==> config.mk <==
export PLATFORM = sky130hd
export DESIGN_NAME = chkv_mod
export DESIGN_NICKNAME = d
export VERILOG_FILES = /design/src/hdl/chkv_pkg.sv /design/src/hdl/chkv_mod.sv
export SDC_FILE = /design/constraint.sdc
export NUM_CORES = 1
export LEC_CHECK = 0
export BUFFER_PORTS_ARGS = -buffer_cell sky130_fd_sc_hd__buf_4
export CORE_ASPECT_RATIO = 0.75
export CORE_MARGIN = 2
export CORE_UTILIZATION = 50
export DETAILED_ROUTE_END_ITERATION = 10
export GPL_ROUTABILITY_DRIVEN = 0
export GPL_TIMING_DRIVEN = 0
export PLACE_DENSITY_LB_ADDON = 0.1
export RECOVER_POWER = 50
export SYNTH_ARGS = -nofsm -noshare
export SYNTH_HDL_FRONTEND = slang
export SYNTH_SLANG_ARGS = --single-unit
==> constraint.sdc <==
create_clock -name clk_i -period 7.5 [get_ports clk_i]
set_clock_uncertainty 0.15 [all_clocks]
set_input_delay 1.5 -clock clk_i [delete_from_list [all_inputs] [get_ports clk_i]]
set_output_delay 1.5 -clock clk_i [all_outputs]
set_load 0.02 [all_outputs]
==> src/hdl/chkv_pkg.sv <==
// shared types and constants of the chained hash key-value table
package chkv_pkg;

  localparam int unsigned KEY_W   = 64;
  localparam int unsigned VAL_W   = 64;
  localparam int unsigned OP_W    = 2;
  localparam int unsigned STAT_W  = 2;
  localparam int unsigned COUNT_W = 11;
  localparam int unsigned BC_W    = 9;
  localparam int unsigned DIGIT_W = 4;
  localparam int unsigned APB_DW  = 32;
  localparam int unsigned APB_AW  = 3;

  // the spare code is handled as a lookup
  typedef enum logic [OP_W-1:0] {
    OP_LOOKUP = 2'd0,
    OP_INSERT = 2'd1,
    OP_DELETE = 2'd2,
    OP_SPARE  = 2'd3
  } chkv_op_e;

  typedef enum logic [STAT_W-1:0] {
    ST_OK          = 2'd0,
    ST_OVERWRITTEN = 2'd1,
    ST_NOT_FOUND   = 2'd2,
    ST_FULL        = 2'd3
  } chkv_status_e;

  localparam logic REG_BUCKET_COUNT = 1'b0;
  localparam logic [BC_W-1:0] BC_RESET = 9'd256;

endpackage

==> src/hdl/chkv_mod.sv <==
// iterative key modulo bucket count, one digit per cycle
module chkv_mod
  import chkv_pkg::*;
#(
  parameter int unsigned DW = 9
) (
  input  logic             clk_i,
  input  logic             rst_ni,
  input  logic             start_i,
  input  logic [KEY_W-1:0] dividend_i,
  input  logic [DW-1:0]    divisor_i,
  output logic             done_o,
  output logic [DW-1:0]    rem_o
);

  localparam int unsigned STEPS = KEY_W / DIGIT_W;
  localparam int unsigned CW = $clog2(STEPS);
  localparam logic [CW-1:0] LAST = CW'(STEPS - 1);

  logic             busy_q, done_q;
  logic [CW-1:0]    cnt_q;
  logic [KEY_W-1:0] dvd_q;
  logic [DW-1:0]    dsr_q;
  logic [DW-1:0]    rem_q, rem_d;

  always_comb begin
    logic [DW:0] t;
    rem_d = rem_q;
    for (int i = 0; i < DIGIT_W; i++) begin
      t = {rem_d, dvd_q[KEY_W-1-i]};
      if (t >= {1'b0, dsr_q}) begin
        t = t - {1'b0, dsr_q};
      end
      rem_d = t[DW-1:0];
    end
  end

  always_ff @(posedge clk_i or negedge rst_ni) begin
    if (!rst_ni) begin
      busy_q <= 1'b0;
      done_q <= 1'b0;
      cnt_q  <= '0;
    end else begin
      done_q <= 1'b0;
      if (start_i) begin
        busy_q <= 1'b1;
        cnt_q  <= '0;
      end else if (busy_q) begin
        cnt_q <= cnt_q + 1'b1;
        if (cnt_q == LAST) begin
          busy_q <= 1'b0;
          done_q <= 1'b1;
        end
      end
    end
  end

  always_ff @(posedge clk_i) begin
    if (start_i) begin
      dvd_q <= dividend_i;
      dsr_q <= divisor_i;
      rem_q <= '0;
    end else if (busy_q) begin
      dvd_q <= dvd_q << DIGIT_W;
      rem_q <= rem_d;
    end
  end

  assign done_o = done_q;
  assign rem_o  = rem_q;

endmodule

==> impl_metrics.yaml <==
global_route:
  grt_antenna_before_repair: 0
  grt_use_total_pct: 24.2
  grt_pass1_wl_um: 22300
  gr-total-overflow: 0
  grt_max_degree: 65
  grt_pass1_vias: 4427
timing:
  fmax_ghz: 0.127
  setup_viol: 9
  setup_ws_ps: -376
  maxSlewHeadroom_pct: 42.6
  period_share_pct: 105
  tightest_slew_ps: 862
  fin_tns_setup_ps: -2930
  drv_slew: 0
  hold_ws_ps: 375
  period_needed_ps: 7880
  final-hold-violation-count: 0
  rsz0062_at_grt: "true"
place:
  place_ws_ps: -1090
  dp_hpwl_um: 8880
  port_buffers: 85
die:
  die_w_um: 124
  die_area_um2: 11700
  die_y_um: 94.3
  start_util_pct: 52.1
  core_area_um2: 10500
  rows: 32
  num_io_pins: 86
yosys:
  ys_async_sr_fraction_pct: 6.82
  synth_compound_area_share_pct: 11.4
  synth_top_family_by_area: "multiplexers"
  ys_ff_latch: 88
  synthAdderAreaFrac_pct: 9.98
  syn_inst: 451
  synth-edff-count: 73
  synth.avg_cell_area_um2: 12.1
  muxShareOfSynthArea_pct: 17.2
  synth-simple-area-share_pct: 8.16
  ys_seq_area_share_pct: 46.4
  ys.flop_type: "edfxtp_1"
  yosys_warnings: 0
  syn_area_um2: 5440
  synth_xor_xnor_area_share_pct: 3.86
  syn-num-nets: 568
  synth_cell_types: 53
route:
  drt-total-wl_um: 13800
  drt_iter0_drc: 330
  vias: 4212
  wl_per_cell_um: 18.8
  ant_nets: 0
  drc_errors: 0
  dr.pass1.iters: 5
  via_per_inst: 5.72
layout:
  final_common_cell: "buf_4"
  layout_common_cells: "105 x buf_4, 73 x edfxtp_1, 62 x mux2_2"
  area_growth_pct: 37.5
  regArea_um2: 2520
  nFillCells: 702
  multi_input_area_um2: 3330
  nNetsFinal: 713
  n_antenna_cell: 0
  drive_above_1_share_pct: 49.0
  fin_util_pct: 71.6
run:
  maxCapViolations: 0
critical_path:
  critPathMaxStageDelay_ps: 500
  crit_fanout: 5
  cp_common_cell: "ha_4"
  arrival_ps: 7920
  critPathCaptureType: "flop"
  cpMaxStageDelayCell: "edfxtp_1"
  critPathKind: "flop to flop"
  worstPathRequired_ps: 7550
  startpoint_type: "flop"
cts:
  root_buffer: "clkbuf_16"
  cts_sinks: 88
  htreeDepth: 3
  cts_made_buffers: 9
  cts_tree: "yes"
  clk_latency_ps: 340
  clkTransAtPathRegs_ps: 70
  cts_buffer_depth: 2
outcome:
  status: "finished with violations"
  violations: "setup timing"
hold_path:
  worstHoldPathType: "flop to flop"
-- routing by layer --
metal	GRT usage (%)	share of wire (%)
met5	0	0
met4	5.81	1.8
met3	6.57	7.6
met2	41.1	47
met1	31.3	44
-- path summary, 6_finish.rpt --
kind | cells past startpoint | from | slack [ps] | to
worst max-delay path | 34 | dsr_q[0]$_DFFE_PP_ | -380 | rem_o[7]$_SDFFE_PP0P_
worst min-delay path | 2 | rem_o[8]$_SDFFE_PP0P_ | 370 | rem_o[8]$_SDFFE_PP0P_
worst max register to register | 34 | dsr_q[0]$_DFFE_PP_ | -380 | rem_o[7]$_SDFFE_PP0P_
worst min register to register | 2 | rem_o[8]$_SDFFE_PP0P_ | 370 | rem_o[8]$_SDFFE_PP0P_
max in group asynchronous | 1 | rst_ni | 6100 | busy_q$_DFF_PN0_
min in group asynchronous | 1 | rst_ni | 870 | cnt_q[2]$_DFFE_PN0P_
-- cell families after synthesis --
kind of cell / Yosys count
buffers and inverters: 39
DFF: 88
muxes: 84
xor gates and xnor gates: 24
AOI/OAI and AO/OA: 85
and+or+nand+nor: 90
adders and majority gates: 41
-- flip-flops by register name (all words and copies together), names as in the netlist --
| signal | cells |
|---|---|
| busy_q | 1 |
| done_o | 1 |
| cnt_q | 4 |
| dvd_q | 64 |
| rem_o | 9 |
| dsr_q | 9 |
-- cell usage after synthesis, drive strengths merged, types with 6 or more instances --
library cell | n | share of area, %
mux2 | 75 | 16
edfxtp | 73 | 40
ha | 37 | 8.5
nor2 | 28 | 1.9
inv | 23 | 1.6
a21oi | 20 | 2.1
xnor2 | 17 | 2.7
nand2 | 16 | 1.1
o21ai | 15 | 1.4
a211oi | 14 | 2.4
a21o | 10 | 1.4
dfxtp | 9 | 3.3
mux2i | 9 | 1.7
buf | 8 | 0.85
clkbuf | 8 | 0.55
nor3 | 8 | 0.74
nand4 | 7 | 0.80
xor2 | 7 | 1.1
and2 | 6 | 0.69
dfrtp | 6 | 2.8
nand3 | 6 | 0.55
nor2b | 6 | 0.69
-- per-stage QoR --
step	instances	instance area (µm²)
final	736	7480
after global routing	736	7480
after floorplan	451	5480
after detailed placement	672	6290
after CTS	730	7360
after global placement	672	6290
-- what timing repair did --
action                                  CTS  global route
hold buffers                              0             0
hold endpoints to repair                  0             0
endpoints found under the setup margin    9             9
cloned                                    3             0
setup buffers                            40             6
resized for setup                        87            21
pin swaps                                45            16
-- critical path, delay by kind of cell, from the launching register on --
kind                     cells  cell delay (ps)
multiplexers                 4             1260
adder cells (fa/ha/maj)      5             1350
AO/OA/AOI/OAI               15             2920
AND/OR/NAND/NOR              6             1020
flip-flops                   1              500
buffers and inverters        4              530
-- cell type report --
cell class,instances,area share [%]
clock buffer,9,3.01
tap,136,2.27
inverter,23,1.20
multi-input combinational,324,44.5
sequential,88,33.7
timing repair buffer,134,13.2
buffer,16,1.15
clock inverter,6,0.920
Power is not shown: default switching activity piles up to over one toggle a cycle in this logic, so the estimate is an artifact.
