### config.mk
export PLATFORM = sky130hd
export DESIGN_NAME = chkv_ram
export DESIGN_NICKNAME = d
export VERILOG_FILES = /design/src/hdl/chkv_ram.sv
export SDC_FILE = /design/constraint.sdc
export NUM_CORES = 1
export LEC_CHECK = 0
export BUFFER_PORTS_ARGS = -buffer_cell sky130_fd_sc_hd__buf_2
export CAP_MARGIN = 20
export CORE_UTILIZATION = 53
export CTS_BUF_LIST = sky130_fd_sc_hd__clkbuf_8
export CTS_CLUSTER_DIAMETER = 50
export CTS_CLUSTER_SIZE = 20
export DETAILED_ROUTE_END_ITERATION = 12
export PLACE_DENSITY = 0.83
export SYNTH_ARGS = -nofsm -noshare
export SYNTH_HDL_FRONTEND = slang
export SYNTH_SLANG_ARGS = --single-unit
### constraint.sdc
create_clock -name clk_i -period 1.9 [get_ports clk_i]
set_input_delay 0.38 -clock clk_i [delete_from_list [all_inputs] [get_ports clk_i]]
set_output_delay 0.38 -clock clk_i [all_outputs]
set_load 0.05 [all_outputs]
### src/hdl/chkv_ram.sv
// simple dual-port synchronous ram with registered read data
module chkv_ram #(
  parameter int unsigned WIDTH = 8,
  parameter int unsigned DEPTH = 2,
  localparam int unsigned AW = (DEPTH > 1) ? $clog2(DEPTH) : 1
) (
  input  logic             clk_i,
  input  logic             we_i,
  input  logic [AW-1:0]    waddr_i,
  input  logic [WIDTH-1:0] wdata_i,
  input  logic             re_i,
  input  logic [AW-1:0]    raddr_i,
  output logic [WIDTH-1:0] rdata_o
);

  logic [WIDTH-1:0] mem_q [DEPTH];
  logic [WIDTH-1:0] rdata_q;

  always_ff @(posedge clk_i) begin
    if (we_i) begin
      mem_q[waddr_i] <= wdata_i;
    end
    if (re_i) begin
      rdata_q <= mem_q[raddr_i];
    end
  end

  assign rdata_o = rdata_q;

endmodule

==> metrics.txt, run 1 <==
ordered cell list for the critical path=buf_2; list of most frequent post-synthesis cells=24 x sky130_fd_sc_hd__edfxtp_1, 8 x sky130_fd_sc_hd__mux2_4, 1 x sky130_fd_sc_hd__and2_1, 1 x sky130_fd_sc_hd__buf_6, 1 x sky130_fd_sc_hd__nor2b_1; vias in the first global route=about 380; first-pass iteration count of the detailed router=2; setup bufs post-CTS=0; fraction of post-synthesis cell area in the top cell type by area=83.4%; Clock Sink Count=24; LEAKAGE=0.401 nW; Worst Tran Pin Value=637 ps; setup slack after placement=502 ps; Placement Rows=14; crit path buf inv count=1; power per standard cell area=1010 nW/um^2; synthesized netlist cell count=35; count of final max-slew check failures=0; count of vias placed by the detailed router=376; Setup violations, final=0; count of synthesis-stage warnings from yosys=0; depth of the CTS H-tree=1; biggest area contributors in the synthesized netlist=sky130_fd_sc_hd__edfxtp_1 83%, sky130_fd_sc_hd__mux2_4 14%, sky130_fd_sc_hd__buf_6 1.3%; kind of path behind the tightest hold check=input port to flip-flop; first-pass GRT wire length=approximately 1.5 mm; smallest hold slack=313 ps; CP Launch Type=flip-flop; count of state elements after synthesis=24; Netlist Area Pre-Place=865 um^2; Combinational Power Share=10.7%; total congestion overflow=0; Main synth FF type=sky130_fd_sc_hd__edfxtp_1; post-route clock period utilization=64.0%; detailed router's first-iteration violation count=4; number of buffers on the longest clock path=2; area added between synthesis and finish=17.8%; RSZ-0062 raised after global routing=no; maximum clock frequency=around 800 MHz; total length of routed wires=roughly 940 um; number of hold-slack violations in the final timing report=0; number of vias per cell after detailed routing=5.08; worst setup path class=flip-flop to output port; Sequential Power Share=between 60% and 70%; most instantiated library cell after synthesis=sky130_fd_sc_hd__edfxtp_1; number of nets produced by synthesis=48; distinct cell type count of the synthesized netlist=5; Cell Int Power=0.809 mW; setup clock skew after layout=1.87 ps; TNS Setup=0 ps; Post-route DRC=0; height of the die=42.4 um; critical path endpoint category=output port; worst slew margin relative to its limit=57.5%; final critical-path setup slack=685 ps; Clk Latency, worst-skew pair=250 ps; max_cap viols=0; total chip power=1.03 mW; share of synthesized flip-flops with an asynchronous set or reset=0%; GRT Overall Usage=11.5%; sw power=0.217 mW; number of buffers inserted for hold repair after clock tree synthesis=0; RD Place Congestion=0.633; Std-Cell Core Area=1510 um^2; core utilization of the finished layout=67.6%; critical path peak fanout=1; part of the Yosys area used for sequential elements=83.4%; crit path time final=about 1200 ps; critical-path cell with the highest stage delay=sky130_fd_sc_hd__edfxtp_1; Required @ worst endpoint=1520 ps; worst-case vdd ir drop=0.591 mV; result of the run=finished, final reports clean; width of the die=~42 um; per-instance average area after synthesis=24.7 um^2; Sw Share=21.1%; number of nets with antenna violations after detailed routing=0; fraction of layout cells with a size suffix above 1=53.4%; CTS tree=done; Layout Nets=72; post-detailed-route wirelength per cell=12.7 um; cts repair resizes=0; Die Footprint=roughly 1800 um^2; number of antenna violations at the first check in global routing=0; data arrival time of the worst path=around 840 ps; Post-synth EDFFs=24; Initial Utilization=57.4%; max incr delay on CP=approximately 330 ps; pin count of the biggest net entering global routing=14; cell type with the highest aggregate area in the netlist=sky130_fd_sc_hd__edfxtp_1; portion of total power attributed to the clock network=27.5%; kind of cell with the highest combined delay on the critical path=flip-flops; Top-Level Pins=21; clock tree root driver cell=sky130_fd_sc_hd__clkbuf_8; antenna cells=0; number of buffers added on ports=20; clock buffers created by TritonCTS=3; CTS clock-pin slew for the worst setup and hold paths=80 ps
cells by family (layout without fill, tap and decap cells):
logic type / after synthesis / after routing / synth area share (%)
buf+inv: 1 / 24 / 1.30
flops: 24 / 24 / 83.4
mux: 8 / 8 / 13.9
simple gates: 2 / 2 / 1.45
routing by layer:
metal	global-route usage [%]	wire length (um)
met1	12.4	380
met4	3.75	0
met5	0	0
met2	21.8	511
met3	2.59	52
per-stage QoR:
stage / std cells / instance area [um^2]
final: 74 / 1020
after global routing: 74 / 1020
after CTS: 74 / 1020
after detailed placement: 70 / 973
after global placement: 70 / 973
after floorplan: 35 / 865
placed cells by master, fill, tap and decap left out:
cell type / n
sky130_fd_sc_hd__edfxtp_1: 24
sky130_fd_sc_hd__buf_2: 20
sky130_fd_sc_hd__mux2_4: 8
sky130_fd_sc_hd__clkbuf_8: 3
sky130_fd_sc_hd__nor2b_1: 1
sky130_fd_sc_hd__and2_1: 1
sky130_fd_sc_hd__clkinv_1: 1
power by group through the flow:
stage / clock (mW) / combinational, mW / sequential (mW)
global route: 0.317 / 0.116 / 0.637
floorplan: 0 / 0.0362 / 0.690
detailed placement: 0 / 0.111 / 0.647
global placement: 0 / 0.109 / 0.645
CTS: 0.289 / 0.111 / 0.635
finish: 0.282 / 0.110 / 0.634
final timing paths:
path	startpoint	end	slack, ps	depth (start not counted)
max	rdata_o[5]$_DFFE_PP_	rdata_o[5]	680	1
min	wdata_i[1]	mem_q[1][1]$_DFFE_PP_	310	1
max reg2reg	mem_q[0][2]$_DFFE_PP_	rdata_o[2]$_DFFE_PP_	1000	1
min reg2reg	mem_q[0][6]$_DFFE_PP_	rdata_o[6]$_DFFE_PP_	550	1
layout make-up:
| cell class | instances | area (um^2) |
|---|---|---|
| well taps | 16 | 20.0 |
| repair buffers | 20 | 100 |
| fillers | 105 | 488 |
| clock buffers | 3 | 41.3 |
| flip-flops and latches | 24 | 721 |
| clock inverters | 1 | 3.75 |
| multi-input cells | 10 | 133 |
state kept, by name, summed over array words and instances, names as in the netlist:
register  flops
rdata_o       8
mem_q        16
(Power assumes the default switching activity.)
==> run 2, diff against run 1 <==
--- a/config.mk
+++ b/config.mk
@@ -5,6 +5,7 @@
 export SDC_FILE = /design/constraint.sdc
 export NUM_CORES = 1
 export LEC_CHECK = 0
+export ABC_AREA = 1
 export BUFFER_PORTS_ARGS = -buffer_cell sky130_fd_sc_hd__buf_2
 export CAP_MARGIN = 20
 export CORE_UTILIZATION = 53
@@ -12,7 +13,7 @@
 export CTS_CLUSTER_DIAMETER = 50
 export CTS_CLUSTER_SIZE = 20
 export DETAILED_ROUTE_END_ITERATION = 12
-export PLACE_DENSITY = 0.83
+export PLACE_DENSITY = 0.84
 export SYNTH_ARGS = -nofsm -noshare
 export SYNTH_HDL_FRONTEND = slang
 export SYNTH_SLANG_ARGS = --single-unit
==> constraint.sdc (replaced) <==
create_clock -name clk_i -period 1.2 [get_ports clk_i]
set_input_delay 0.24 -clock clk_i [delete_from_list [all_inputs] [get_ports clk_i]]
set_output_delay 0.24 -clock clk_i [all_outputs]
set_load 0.05 [all_outputs]
==> run 2 against run 1 <==
Sequential share of layout area grew 1.1 points. Die area down 2.6%. Worst hold slack lost 150 ps. First-iteration DRC count increased by 50%. Critical path depth unchanged. Total power rose by 58%. Global-route usage up 2.3 points. Final area shrank 1.6%. Synthesized cell count increased by 54%. Sequential cell count did not move.
==> metrics.txt, run 2 <==
most frequent standard cell in the layout excluding fill and tap cells=sky130_fd_sc_hd__nand2_1; Netlist Area Pre-Place=841 um^2; Post-route DRC=0; count of synthesis-stage warnings from yosys=0; CTS clock-pin slew for the worst setup and hold paths=roughly 80 ps; biggest area contributors in the synthesized netlist=sky130_fd_sc_hd__edfxtp_1 86%, sky130_fd_sc_hd__nand2_1 11%, sky130_fd_sc_hd__buf_6 1.3%; detailed router's first-iteration violation count=6; post-route clock period utilization=91.9%; TNS Setup=0 ps; result of the run=finished, final reports clean; count of vias placed by the detailed router=446; per-instance average area after synthesis=between 15 and 20 um^2; ordered cell list for the critical path=buf_2; number of buffers added on ports=20; CP Launch Type=flip-flop; share of synthesized flip-flops with an asynchronous set or reset=0%; Main synth FF type=sky130_fd_sc_hd__edfxtp_1; kind of cell with the highest combined delay on the critical path=flip-flops; max incr delay on CP=approximately 380 ps; number of vias per cell after detailed routing=4.74; fraction of post-synthesis cell area in the top cell type by area=85.7%; pin count of the biggest net entering global routing=14; cts repair resizes=0; depth of the worst register-to-register path=2; Clock Sink Count=24; number of buffers on the longest clock path=2; number of nets produced by synthesis=67; LEAKAGE=0.429 nW; total congestion overflow=0; Critical Path Stages=1; GRT Overall Usage=13.8%; data arrival time of the worst path=860 ps; critical path endpoint category=output port; critical-path cell with the highest stage delay=sky130_fd_sc_hd__edfxtp_1; Layout Nets=92; Required @ worst endpoint=between 900 and 1000 ps; cell type with the highest aggregate area in the netlist=sky130_fd_sc_hd__edfxtp_1; crit path time final=1100 ps; setup clock skew after layout=0.783 ps; area added between synthesis and finish=19.2%; max_cap viols=0; total length of routed wires=1.03 mm; number of buffers inserted for hold repair after clock tree synthesis=0; crit path buf inv count=1; Post-synth EDFFs=24; number of hold-slack violations in the final timing report=0; critical path peak fanout=1; list of most frequent post-synthesis cells=25 x sky130_fd_sc_hd__nand2_1, 24 x sky130_fd_sc_hd__edfxtp_1, 2 x sky130_fd_sc_hd__inv_1; Setup violations, final=0; worst-case vdd ir drop=roughly 1.1 mV; clock buffers created by TritonCTS=3; part of the Yosys area used for sequential elements=a little under nine tenths; RD Place Congestion=0.624; Final HPWL DP=781 um; worst setup path class=flip-flop to output port; worst slew margin relative to its limit=81.0%; synthesized netlist cell count=54; post-detailed-route wirelength per cell=10.9 um; Worst Tran Pin Value=284 ps; count of state elements after synthesis=24; distinct cell type count of the synthesized netlist=6; maximum clock frequency=907 MHz; RSZ-0062 raised after global routing=no; Std-Cell Core Area=1490 um^2; setup bufs post-CTS=0; number of antenna violations at the first check in global routing=0; vias in the first global route=406; filler instances=102; count of final max-slew check failures=0; smallest hold slack=approximately 160 ps; flip-flop count of the largest register after layout=16; top library cells by usage in the layout, fill and taps aside=25 x sky130_fd_sc_hd__nand2_1, 24 x sky130_fd_sc_hd__edfxtp_1, 20 x sky130_fd_sc_hd__buf_2, 3 x sky130_fd_sc_hd__clkbuf_8, 2 x sky130_fd_sc_hd__inv_1; Placement Rows=14; power per standard cell area=between 1500 and 2000 nW/um^2; height of the die=between 40 and 50 um; number of nets with antenna violations after detailed routing=0; clock tree root driver cell=sky130_fd_sc_hd__clkbuf_8; Largest Register=mem_q; kind of path behind the tightest hold check=input port to flip-flop; Die Footprint=1750 um^2; Initial Utilization=56.5%; Clk Latency, worst-skew pair=~260 ps; number of instances on the worst hold path=1; fraction of layout cells with a size suffix above 1=32.1%; width of the die=around 42 um; most instantiated library cell after synthesis=sky130_fd_sc_hd__nand2_1; Top-Level Pins=21; depth of the CTS H-tree=1; first-pass GRT wire length=around 1.7 mm; CTS tree=done; antenna cells=0; first-pass iteration count of the detailed router=4
==> run 2: cells by family (layout without fill, tap and decap cells) <==
logic type	count (synthesis)	count (layout)	share of synthesized area [%]
simple gates	26	26	11.6
flops	24	24	85.7
buf+inv	4	28	2.68
==> run 2: final timing paths <==
path / endpoint / startpoint / slack, ps
setup / recovery: rdata_o[6] / rdata_o[6]$_DFFE_PP_ / 100
hold reg to reg: rdata_o[4]$_DFFE_PP_ / mem_q[0][4]$_DFFE_PP_ / 520
hold / removal: mem_q[0][0]$_DFFE_PP_ / wdata_i[0] / 160
setup reg to reg: rdata_o[6]$_DFFE_PP_ / mem_q[1][6]$_DFFE_PP_ / 460
==> run 2: cell type report <==
cell class                      instances  area [um^2]  area share (%)
Clock inverter                          1         3.75           0.375
Multi-Input combinational cell         26         97.6            9.74
Timing Repair Buffer                   21          108            10.7
Clock buffer                            3         41.3            4.12
Sequential cell                        24          721            71.9
Tap cell                               16         20.0            2.00
Inverter                                3         11.3            1.12
==> run 2: layer usage <==
layer,up-vias,routed length [um],global-route usage (%)
met2,16,528,23.4
met5,-,0,0
met3,4,38,1.30
met4,0,44,13.5
li1,231,-,-
met1,195,415,14.7
==> run 2: power breakdown <==
part	internal, mW	switching [mW]	leakage, nW
clock	0.228	0.237	0.0231
combinational	0.0406	0.117	0.177
sequential	0.989	0.0139	0.230
total	1.26	0.368	0.429
==> run 2: through the flow <==
step / power [mW] / utilization (%) / setup slack, ps / area (um^2) / std cells
after CTS: 1.63 / 67.3 / 84.0 / 1000 / 94
after global routing: 1.67 / 67.3 / 49.7 / 1000 / 94
final: 1.63 / 67.3 / 96.9 / 1000 / 94
after global placement: 1.17 / 64.3 / 286 / 957 / 90
after floorplan: 1.13 / - / 200 / 841 / 54
after detailed placement: 1.18 / 64.3 / 251 / 957 / 90
